<file path="config.mk">
export PLATFORM = sky130hd
export DESIGN_NAME = descriptor_euclidean_distance_flat
export DESIGN_NICKNAME = d
export VERILOG_FILES = /design/src/design/ded_pkg.sv /design/src/design/ded_channels.sv /design/src/design/descriptor_euclidean_distance.sv /design/src/design/ded_datapath.sv /design/src/design/ded_ctrl.sv /design/src/flat_wrapper.sv
export SDC_FILE = /design/constraint.sdc
export NUM_CORES = 1
export LEC_CHECK = 0
export CAP_MARGIN = 0
export CORE_MARGIN = 8
export CORE_UTILIZATION = 50
export DETAILED_ROUTE_END_ITERATION = 16
export DONT_BUFFER_PORTS = 1
export PLACE_DENSITY = 0.68
export SYNTH_ARGS = -nofsm -noshare
export SYNTH_HDL_FRONTEND = slang
export SYNTH_SLANG_ARGS = --single-unit
</file>
<file path="constraint.sdc">
create_clock -name clock -period 12.4 [get_ports clock]
set_input_delay 3.1 -clock clock [delete_from_list [all_inputs] [get_ports clock]]
set_output_delay 3.1 -clock clock [all_outputs]
set_load 0.02 [all_outputs]
</file>
<file path="src/design/ded_pkg.sv">
// ----------------------------------------------------------------------------
// ded_pkg
// Shared widths, constants and control types of the descriptor distance block.
// ----------------------------------------------------------------------------
`default_nettype none

package ded_pkg;

   localparam int ELEMENT_WIDTH = 16;
   localparam int LENGTH_WIDTH  = 10;
   localparam int MAX_LENGTH    = 512;
   localparam int LENGTH_RESET  = 352;
   localparam int SQUARE_WIDTH  = 2 * ELEMENT_WIDTH;
   localparam int SUM_WIDTH     = 41;
   localparam int DIST_WIDTH    = 21;
   // The radicand is padded to an even width so that it splits into bit pairs.
   localparam int RAD_WIDTH     = 2 * DIST_WIDTH;
   localparam int REM_WIDTH     = DIST_WIDTH + 3;
   localparam int ROOT_STEPS    = DIST_WIDTH;
   localparam int ITER_WIDTH    = $clog2(ROOT_STEPS);

   typedef enum logic [1:0] {
      ST_ACCUM,
      ST_ROOT,
      ST_HOLD
   } ded_state_type;

   typedef struct packed {
      logic capture;
      logic accumulate;
      logic start;
      logic iterate;
      logic publish;
   } ded_cmd_type;

   typedef struct packed {
      logic last;
   } ded_status_type;

endpackage

`default_nettype wire

</file>
<file path="src/design/ded_channels.sv">
// ----------------------------------------------------------------------------
// ded_channels
// Valid/ready channel interfaces for element pairs and distance results.
// ----------------------------------------------------------------------------
`default_nettype none

interface ded_req_if;
   logic                               valid;
   logic                               ready;
   logic [ded_pkg::ELEMENT_WIDTH-1:0] first_element;
   logic [ded_pkg::ELEMENT_WIDTH-1:0] second_element;

   modport source (output valid, output first_element, output second_element, input ready);
   modport sink   (input valid, input first_element, input second_element, output ready);
endinterface

interface ded_rsp_if;
   logic                            valid;
   logic                            ready;
   logic [ded_pkg::DIST_WIDTH-1:0] distance;
   logic [ded_pkg::SUM_WIDTH-1:0]  squared_sum;

   modport source (output valid, output distance, output squared_sum, input ready);
   modport sink   (input valid, input distance, input squared_sum, output ready);
endinterface

`default_nettype wire

</file>
<file path="src/design/descriptor_euclidean_distance.sv">
// ----------------------------------------------------------------------------
// descriptor_euclidean_distance
// Euclidean distance between two streamed descriptors.
// ----------------------------------------------------------------------------
// Each transaction on req_ch carries one element pair (unsigned Q8.8). The
// block squares the difference, adds it to a saturating 41-bit sum and counts
// pairs. When the count reaches the configured length (csr_write_data, written
// with csr_write_enable; a length of zero acts as one, above 512 as 512), one
// transaction on rsp_ch carries the floor square root and the raw sum.
// Element pairs are taken one per cycle, save that a pair closing a descriptor
// can be held off. The square is registered when the closing pair is accepted;
// the sum is then accumulated and captured as the radicand, 21 iterations of a
// two-bit-per-cycle square root follow, and the root goes into the output
// register. The root unit handles one descriptor at a time, so the pair that
// closes the next descriptor waits until the root unit is free again. Pairs
// that do not close a descriptor keep flowing while the root runs. If rsp_ch
// stalls, the finished root waits in the unit and the next closing pair is
// held off. Reset clears the sum, the count and the result channel, and sets
// the length to 352.
// ----------------------------------------------------------------------------
`default_nettype none

module descriptor_euclidean_distance (
   input  wire logic                              clock,
   input  wire logic                              reset,
   input  wire logic                              csr_write_enable,
   input  wire logic [ded_pkg::LENGTH_WIDTH-1:0] csr_write_data,
   ded_req_if.sink                                req_ch,
   ded_rsp_if.source                              rsp_ch
);

   ded_pkg::ded_cmd_type    cmd;
   ded_pkg::ded_status_type status;
   logic                    req_ready;
   logic                    rsp_valid;

   ded_ctrl u_ctrl (
      .clock     (clock),
      .reset     (reset),
      .req_valid (req_ch.valid),
      .req_ready (req_ready),
      .rsp_valid (rsp_valid),
      .rsp_ready (rsp_ch.ready),
      .status    (status),
      .cmd       (cmd)
   );

   ded_datapath u_datapath (
      .clock            (clock),
      .reset            (reset),
      .csr_write_enable (csr_write_enable),
      .csr_write_data   (csr_write_data),
      .first_element    (req_ch.first_element),
      .second_element   (req_ch.second_element),
      .cmd              (cmd),
      .status           (status),
      .distance         (rsp_ch.distance),
      .squared_sum      (rsp_ch.squared_sum)
   );

   assign req_ch.ready = req_ready;
   assign rsp_ch.valid = rsp_valid;

endmodule

`default_nettype wire

</file>
<file path="src/design/ded_datapath.sv">
// ----------------------------------------------------------------------------
// ded_datapath
// Squaring stage, saturating accumulator, element counter, length register,
// binary (bit-pair) restoring square root and the result register.
// ----------------------------------------------------------------------------
`default_nettype none

module ded_datapath (
   input  wire logic                               clock,
   input  wire logic                               reset,
   input  wire logic                               csr_write_enable,
   input  wire logic [ded_pkg::LENGTH_WIDTH-1:0]  csr_write_data,
   input  wire logic [ded_pkg::ELEMENT_WIDTH-1:0] first_element,
   input  wire logic [ded_pkg::ELEMENT_WIDTH-1:0] second_element,
   input  wire ded_pkg::ded_cmd_type              cmd,
   output      ded_pkg::ded_status_type           status,
   output      logic [ded_pkg::DIST_WIDTH-1:0]    distance,
   output      logic [ded_pkg::SUM_WIDTH-1:0]     squared_sum
);

   logic [ded_pkg::LENGTH_WIDTH-1:0]  vector_length_ff;
   logic [ded_pkg::LENGTH_WIDTH-1:0]  count_ff;
   logic [ded_pkg::LENGTH_WIDTH-1:0]  count_plus;
   logic [ded_pkg::LENGTH_WIDTH-1:0]  eff_length;
   logic [ded_pkg::ELEMENT_WIDTH-1:0] diff;
   logic [ded_pkg::SQUARE_WIDTH-1:0]  square_ff;
   logic [ded_pkg::SUM_WIDTH-1:0]     sum_ff;
   logic [ded_pkg::SUM_WIDTH:0]       sum_wide;
   logic [ded_pkg::SUM_WIDTH-1:0]     sum_sat;
   logic [ded_pkg::SUM_WIDTH-1:0]     snap_ff;
   logic [ded_pkg::RAD_WIDTH-1:0]     rad_ff;
   logic [ded_pkg::REM_WIDTH-1:0]     rem_ff;
   logic [ded_pkg::REM_WIDTH-1:0]     rem_shift;
   logic [ded_pkg::REM_WIDTH-1:0]     trial;
   logic [ded_pkg::DIST_WIDTH-1:0]    root_ff;
   logic [ded_pkg::DIST_WIDTH-1:0]    distance_ff;
   logic [ded_pkg::SUM_WIDTH-1:0]     squared_sum_ff;

   // A length of zero behaves as one, and anything above the maximum is clipped.
   always_comb begin
      if (vector_length_ff == '0) begin
         eff_length = ded_pkg::LENGTH_WIDTH'(1);
      end else if (vector_length_ff > ded_pkg::LENGTH_WIDTH'(ded_pkg::MAX_LENGTH)) begin
         eff_length = ded_pkg::LENGTH_WIDTH'(ded_pkg::MAX_LENGTH);
      end else begin
         eff_length = vector_length_ff;
      end
   end

   assign count_plus  = count_ff + ded_pkg::LENGTH_WIDTH'(1);
   assign status.last = (count_plus >= eff_length);

   assign diff = (first_element >= second_element) ? (first_element - second_element)
                                                   : (second_element - first_element);

   assign sum_wide = {1'b0, sum_ff}
                   + {{(ded_pkg::SUM_WIDTH + 1 - ded_pkg::SQUARE_WIDTH){1'b0}}, square_ff};
   assign sum_sat  = sum_wide[ded_pkg::SUM_WIDTH] ? '1 : sum_wide[ded_pkg::SUM_WIDTH-1:0];

   assign rem_shift = {rem_ff[ded_pkg::REM_WIDTH-3:0],
                       rad_ff[ded_pkg::RAD_WIDTH-1:ded_pkg::RAD_WIDTH-2]};
   assign trial     = {1'b0, root_ff, 2'b01};

   always_ff @(posedge clock) begin
      if (reset) begin
         vector_length_ff <= ded_pkg::LENGTH_WIDTH'(ded_pkg::LENGTH_RESET);
         count_ff         <= '0;
         sum_ff           <= '0;
      end else begin
         if (csr_write_enable) begin
            vector_length_ff <= csr_write_data;
         end
         if (cmd.capture) begin
            count_ff <= status.last ? '0 : count_plus;
         end
         if (cmd.accumulate) begin
            sum_ff <= cmd.start ? '0 : sum_sat;
         end
      end
   end

   always_ff @(posedge clock) begin
      if (cmd.capture) begin
         square_ff <= ded_pkg::SQUARE_WIDTH'(diff) * ded_pkg::SQUARE_WIDTH'(diff);
      end
      if (cmd.accumulate && cmd.start) begin
         snap_ff <= sum_sat;
         rad_ff  <= {{(ded_pkg::RAD_WIDTH - ded_pkg::SUM_WIDTH){1'b0}}, sum_sat};
         rem_ff  <= '0;
         root_ff <= '0;
      end else if (cmd.iterate) begin
         rad_ff <= {rad_ff[ded_pkg::RAD_WIDTH-3:0], 2'b00};
         if (rem_shift >= trial) begin
            rem_ff  <= rem_shift - trial;
            root_ff <= {root_ff[ded_pkg::DIST_WIDTH-2:0], 1'b1};
         end else begin
            rem_ff  <= rem_shift;
            root_ff <= {root_ff[ded_pkg::DIST_WIDTH-2:0], 1'b0};
         end
      end
      if (cmd.publish) begin
         distance_ff    <= root_ff;
         squared_sum_ff <= snap_ff;
      end
   end

   assign distance    = distance_ff;
   assign squared_sum = squared_sum_ff;

endmodule

`default_nettype wire

</file>
<file path="src/design/ded_ctrl.sv">
// ----------------------------------------------------------------------------
// ded_ctrl
// Sequencer: input handshake, accumulate pipeline control, square root
// iteration count and the result valid flag.
// ----------------------------------------------------------------------------
`default_nettype none

module ded_ctrl (
   input  wire logic                    clock,
   input  wire logic                    reset,
   input  wire logic                    req_valid,
   output      logic                    req_ready,
   output      logic                    rsp_valid,
   input  wire logic                    rsp_ready,
   input  wire ded_pkg::ded_status_type status,
   output      ded_pkg::ded_cmd_type    cmd
);

   ded_pkg::ded_state_type           state_ff;
   ded_pkg::ded_state_type           state_in;
   logic [ded_pkg::ITER_WIDTH-1:0]   iter_ff;
   logic [ded_pkg::ITER_WIDTH-1:0]   iter_in;
   logic                             acc_ff;
   logic                             start_ff;
   logic                             rsp_valid_ff;
   logic                             rsp_valid_in;
   logic                             accept;
   logic                             iter_last;

   // Only a transaction that closes a descriptor waits for the root unit.
   assign req_ready = !(status.last && (start_ff || (state_ff != ded_pkg::ST_ACCUM)));
   assign accept    = req_valid && req_ready;
   assign iter_last = (iter_ff == ded_pkg::ITER_WIDTH'(ded_pkg::ROOT_STEPS - 1));

   always_comb begin
      state_in = state_ff;
      unique case (state_ff)
         ded_pkg::ST_ACCUM: begin
            if (start_ff) begin
               state_in = ded_pkg::ST_ROOT;
            end
         end
         ded_pkg::ST_ROOT: begin
            if (iter_last) begin
               state_in = ded_pkg::ST_HOLD;
            end
         end
         ded_pkg::ST_HOLD: begin
            if (!rsp_valid_ff || rsp_ready) begin
               state_in = ded_pkg::ST_ACCUM;
            end
         end
         default: begin
            state_in = ded_pkg::ST_ACCUM;
         end
      endcase
   end

   always_comb begin
      cmd.capture    = accept;
      cmd.accumulate = acc_ff;
      cmd.start      = start_ff;
      cmd.iterate    = (state_ff == ded_pkg::ST_ROOT);
      cmd.publish    = (state_ff == ded_pkg::ST_HOLD) && (!rsp_valid_ff || rsp_ready);
      iter_in        = (state_ff == ded_pkg::ST_ROOT) ? iter_ff + ded_pkg::ITER_WIDTH'(1) : '0;
      if (cmd.publish) begin
         rsp_valid_in = 1'b1;
      end else if (rsp_ready) begin
         rsp_valid_in = 1'b0;
      end else begin
         rsp_valid_in = rsp_valid_ff;
      end
   end

   always_ff @(posedge clock) begin
      if (reset) begin
         state_ff     <= ded_pkg::ST_ACCUM;
         iter_ff      <= '0;
         acc_ff       <= 1'b0;
         start_ff     <= 1'b0;
         rsp_valid_ff <= 1'b0;
      end else begin
         state_ff     <= state_in;
         iter_ff      <= iter_in;
         acc_ff       <= accept;
         start_ff     <= accept && status.last;
         rsp_valid_ff <= rsp_valid_in;
      end
   end

   assign rsp_valid = rsp_valid_ff;

   a_start_when_free: assert property (@(posedge clock) disable iff (reset)
      start_ff |-> (state_ff == ded_pkg::ST_ACCUM))
      else $error("Root unit started while still busy.");

   a_last_starts_root: assert property (@(posedge clock) disable iff (reset)
      (accept && status.last) |=> (start_ff && acc_ff))
      else $error("Closing transaction did not start the root unit.");

   a_root_length: assert property (@(posedge clock) disable iff (reset)
      ((state_ff == ded_pkg::ST_ROOT) && iter_last) |=> (state_ff == ded_pkg::ST_HOLD))
      else $error("Root iteration count is wrong.");

   a_result_from_hold: assert property (@(posedge clock) disable iff (reset)
      $rose(rsp_valid_ff) |-> ($past(state_ff) == ded_pkg::ST_HOLD))
      else $error("Result presented without a finished root.");

endmodule

`default_nettype wire
</file>
<file path="src/flat_wrapper.sv">
// flat-port wrapper written by rule: the top's interface ports become plain ports
module descriptor_euclidean_distance_flat 
  (clock, reset, csr_write_enable, csr_write_data, req_ch_valid, req_ch_first_element, req_ch_second_element, req_ch_ready, rsp_ch_valid, rsp_ch_distance, rsp_ch_squared_sum, rsp_ch_ready);
  ded_req_if req_ch_i ();
  ded_rsp_if rsp_ch_i ();
  input  wire logic clock;
  input  wire logic reset;
  input  wire logic csr_write_enable;
  input  wire logic [ded_pkg::LENGTH_WIDTH-1:0] csr_write_data;
  input wire logic [$bits(req_ch_i.valid)-1:0] req_ch_valid;
  input wire logic [$bits(req_ch_i.first_element)-1:0] req_ch_first_element;
  input wire logic [$bits(req_ch_i.second_element)-1:0] req_ch_second_element;
  output wire logic [$bits(req_ch_i.ready)-1:0] req_ch_ready;
  output wire logic [$bits(rsp_ch_i.valid)-1:0] rsp_ch_valid;
  output wire logic [$bits(rsp_ch_i.distance)-1:0] rsp_ch_distance;
  output wire logic [$bits(rsp_ch_i.squared_sum)-1:0] rsp_ch_squared_sum;
  input wire logic [$bits(rsp_ch_i.ready)-1:0] rsp_ch_ready;
  assign req_ch_i.valid = req_ch_valid;
  assign req_ch_i.first_element = req_ch_first_element;
  assign req_ch_i.second_element = req_ch_second_element;
  assign req_ch_ready = req_ch_i.ready;
  assign rsp_ch_valid = rsp_ch_i.valid;
  assign rsp_ch_distance = rsp_ch_i.distance;
  assign rsp_ch_squared_sum = rsp_ch_i.squared_sum;
  assign rsp_ch_i.ready = rsp_ch_ready;
  descriptor_euclidean_distance u_core (.clock(clock), .reset(reset), .csr_write_enable(csr_write_enable), .csr_write_data(csr_write_data), .req_ch(req_ch_i), .rsp_ch(rsp_ch_i));
endmodule
</file>
==> results_dict.tcl <==
set metrics [dict create \
    worstRegToRegCells 10 \
    antenna_violations_before_repair 0 \
    layout_common_cells "inv_1 (322), nand2_1 (223), ha_1 (196)" \
    wl_mm 47.1 \
    cts_num_sinks 290 \
    fin_worst_skew_ns 0.0220 \
    final-hold-violation-count 0 \
    async_flop_share_pct 0 \
    cts-resized-gates 0 \
    slew_headroom_pct 26.0 \
    viasPerCell 5.46 \
    synth_sequential_area_ratio_pct 34.2 \
    cts.htree.levels 1 \
    vias 15700 \
    worst_ep_required_time_ns 12.70 \
    clk_transition_reported_paths_ns 0.07 \
    crit_arrival_ns 11.64 \
    tritoncts "built" \
    cts-hold-fix-buffers 0 \
    tightestPinTransition_ns 1.11 \
    min-delay-path-class "reg -> reg" \
    layout_overhead_on_the_synthesized_area_pct 6.91 \
    drt_pre_antenna_iters 5 \
    synth.yosys.warnings 0 \
    tritoncts.num_buffers 28 \
    min_to "u_core.u_datapath.squared_sum[3]$_DFFE_PP_" \
    nNetsFinal 2670 \
    crit-reg2reg-launch "u_core.u_datapath.square_ff[20]$_DFFE_PP_" \
    design.core.area_um2 43900 \
    maximum_number_of_pins_on_one_net_before_global_route_repair 97 \
    dpl-instance-area_um2 22700 \
    design.portCount 111 \
    report.final.setup_viol 0 \
    rrSetupSlack_ns 8.54 \
    cp_slowest_stage_delay_ns 0.83 \
    hold_path.startpoint "u_core.u_datapath.snap_ff[3]$_DFFE_PP_" \
    grt_overflow_total 0 \
    synth.cell_area_um2 22100 \
    r2r_end "u_core.u_datapath.sum_ff[39]$_SDFFE_PP0P_" \
    portBuffers 0 \
    insertedDiodeCount 0 \
    seq_cells_post_synth 290 \
    worstPathMaxFanout 22 \
    post_synth_inst_count 2284 \
    floorplan.die_area_um2 51200 \
    unrepaired_setup_endpoints_after_global_routing "false" \
    initial_utilization_pct 50.3 \
    grt.total_usage_pct 18.4 \
    worst_path_max_delay_cell "xnor2_1" \
    timing.final.crit_period_ns 11.34 \
    post_cts_buffers 0 \
    initialDrtViolationCount 925 \
    synth_enable_flop_cells 175 \
    num_rows 77 \
    layout_commonest_cell "inv_1" \
    worst_hold_path.num_cells 0 \
    fillers 3874 \
    post-route-cell-area_um2 23600 \
    run_status "finished clean" \
    final.period_utilization_pct 91.5 \
    timing.fmax_ghz 0.0882 \
    cp_endpoint_kind "register" \
    setup_tns_final_ns 0 \
    gp_congestion 0.941 \
    post_route_cells_drive_above_1_share_pct 5.04 \
    grt_first_pass_wirelength_mm 78.5 \
    insertion_delay_ns 0.56 \
    syn-num-nets 2695 \
    antenna_violating_nets_post_route 0 \
    post_drt_wl_per_cell_um 16.4 \
    netlist-cell-type-count 79 \
    die-height_um 226 \
    grt_pass1_vias 15900 \
    place_hpwl_mm 36.5 \
    clk_root_buffer_cell "clkbuf_16" \
    post_synthesis_average_cell_area_um2 9.67 \
    postSynth.topFlopCell "edfxtp_1" \
    max_cap_violations 0 \
    setup.worst_path.class "in -> reg" \
    clock_path_buffers 3 \
    post-route-drc-count 0 \
    critical_path.startpoint_type "input pin" \
    drv_slew 0 \
    die_x_um 226 \
]
==> Yosys cell counts, drive strengths merged (3+ instances only) <==
| library cell | number | share of area (%) |
|---|---|---|
| nor2 | 182 | 3.2 |
| o21a | 12 | 0.41 |
| and3 | 16 | 0.45 |
| or4 | 3 | 0.10 |
| nand4 | 13 | 0.37 |
| o311ai | 3 | 0.12 |
| clkbuf | 54 | 0.92 |
| a311oi | 4 | 0.22 |
| nor2b | 20 | 0.57 |
| a211oi | 11 | 0.37 |
| nand3 | 28 | 0.63 |
| o21bai | 15 | 0.51 |
| o22a | 4 | 0.16 |
| or2 | 4 | 0.11 |
| a31oi | 29 | 0.82 |
| a21o | 72 | 2.4 |
| o31ai | 3 | 0.10 |
| a21boi | 3 | 0.10 |
| nor4 | 5 | 0.14 |
| o31a | 3 | 0.12 |
| or3 | 4 | 0.11 |
| mux2 | 9 | 0.46 |
| dfxtp | 115 | 10 |
| nand2 | 223 | 3.8 |
| nor3b | 9 | 0.33 |
| xor2 | 49 | 2.0 |
| nand2b | 28 | 0.79 |
| a22o | 23 | 0.91 |
| o211ai | 9 | 0.31 |
| edfxtp | 175 | 24 |
| fa | 168 | 15 |
| o22ai | 9 | 0.32 |
| o2111ai | 3 | 0.12 |
| o21ai | 104 | 2.4 |
| mux2i | 21 | 0.95 |
| a2111oi | 3 | 0.12 |
| nor3 | 26 | 0.59 |
| and2 | 4 | 0.11 |
| a211o | 8 | 0.32 |
| buf | 27 | 0.65 |
| a32oi | 3 | 0.12 |
| ha | 196 | 11 |
| xnor2 | 66 | 2.8 |
| inv | 329 | 5.6 |
| a21oi | 160 | 3.7 |
==> worst max path at each step <==
| stage | slack, ns | cells past startpoint | to | start |
|---|---|---|---|---|
| 3_3_place_gp | 0.71 | 33 | u_core.u_datapath.square_ff[29]$_DFFE_PP_ | req_ch_second_element[9] |
| 6_report | 1.06 | 31 | u_core.u_datapath.square_ff[29]$_DFFE_PP_ | req_ch_second_element[9] |
| 5_1_grt | 0.49 | 33 | u_core.u_datapath.square_ff[29]$_DFFE_PP_ | req_ch_first_element[0] |
| 3_5_place_dp | 0.51 | 33 | u_core.u_datapath.square_ff[29]$_DFFE_PP_ | req_ch_second_element[9] |
| 2_1_floorplan | 1.44 | 34 | u_core.u_datapath.square_ff[29]$_DFFE_PP_ | req_ch_first_element[0] |
| 4_1_cts | 1.09 | 31 | u_core.u_datapath.square_ff[29]$_DFFE_PP_ | req_ch_second_element[9] |
==> worst max-delay path, delay by kind of cell <==
family,cells,cell delay (ns)
buffers and inverters,7,0.59
AO/OA/AOI/OAI,11,2.65
AND/OR/NAND/NOR,3,0.37
multiplexers,1,0.17
XOR/XNOR,1,0.83
adder cells (fa/ha/maj),8,3.91
==> logic make-up after synthesis <==
logic type	share of synthesized area, %
buffers and inverters	7.17
XOR/XNOR	4.85
AO/OA/AOI/OAI	14.5
adder cells (fa/ha/maj)	26.3
flip-flops	34.2
AND/OR/NAND/NOR	11.5
multiplexers	1.41
==> per-layer routing <==
layer	global-route usage, %	wire, um
met4	5.14	1130
met1	24.5	21500
met5	0	0
met2	31.5	22200
met3	1.95	2240
==> cell type report <==
cell class / instances / area, um2 / share of cell area [%]
Clock buffer: 35 / 758 / 3.21
Clock inverter: 17 / 150 / 0.636
Inverter: 330 / 1240 / 5.25
Multi-Input combinational cell: 1583 / 13000 / 54.9
Sequential cell: 290 / 7560 / 32.0
Tap cell: 592 / 741 / 3.14
Timing Repair Buffer: 26 / 195 / 0.826
==> through the flow <==
stage / setup WS [ns] / std cells / hold WS (ns) / util [%]
3_5_place_dp: 0.507 / 2821 / 0.405 / 51.7
2_1_floorplan: 1.44 / 2284 / 0.400 / -
3_3_place_gp: 0.711 / 2821 / 0.404 / 51.7
5_1_grt: 0.489 / 2873 / 0.420 / 53.8
6_report: 1.06 / 2873 / 0.417 / 53.8
4_1_cts: 1.09 / 2873 / 0.417 / 53.8
==> flip-flops by register name, summed over array words and instances (netlist names) <==
| signal | cells |
|---|---|
| u_core.u_ctrl.iter_ff | 5 |
| u_core.u_datapath.squared_sum | 41 |
| u_core.u_datapath.rad_ff | 42 |
| u_core.u_datapath.count_ff | 10 |
| u_core.u_ctrl.state_ff | 2 |
| u_core.u_ctrl.start_ff | 1 |
| u_core.u_datapath.snap_ff | 41 |
| u_core.u_datapath.distance | 21 |
| u_core.u_datapath.sum_ff | 41 |
| u_core.u_datapath.root_ff | 21 |
| u_core.u_ctrl.acc_ff | 1 |
| u_core.u_datapath.square_ff | 31 |
| u_core.u_datapath.vector_length_ff | 10 |
| u_core.u_datapath.rem_ff | 22 |
| u_core.u_ctrl.rsp_valid | 1 |
Power is not shown: default switching activity piles up to over one toggle a cycle in this logic, so the estimate is an artifact.
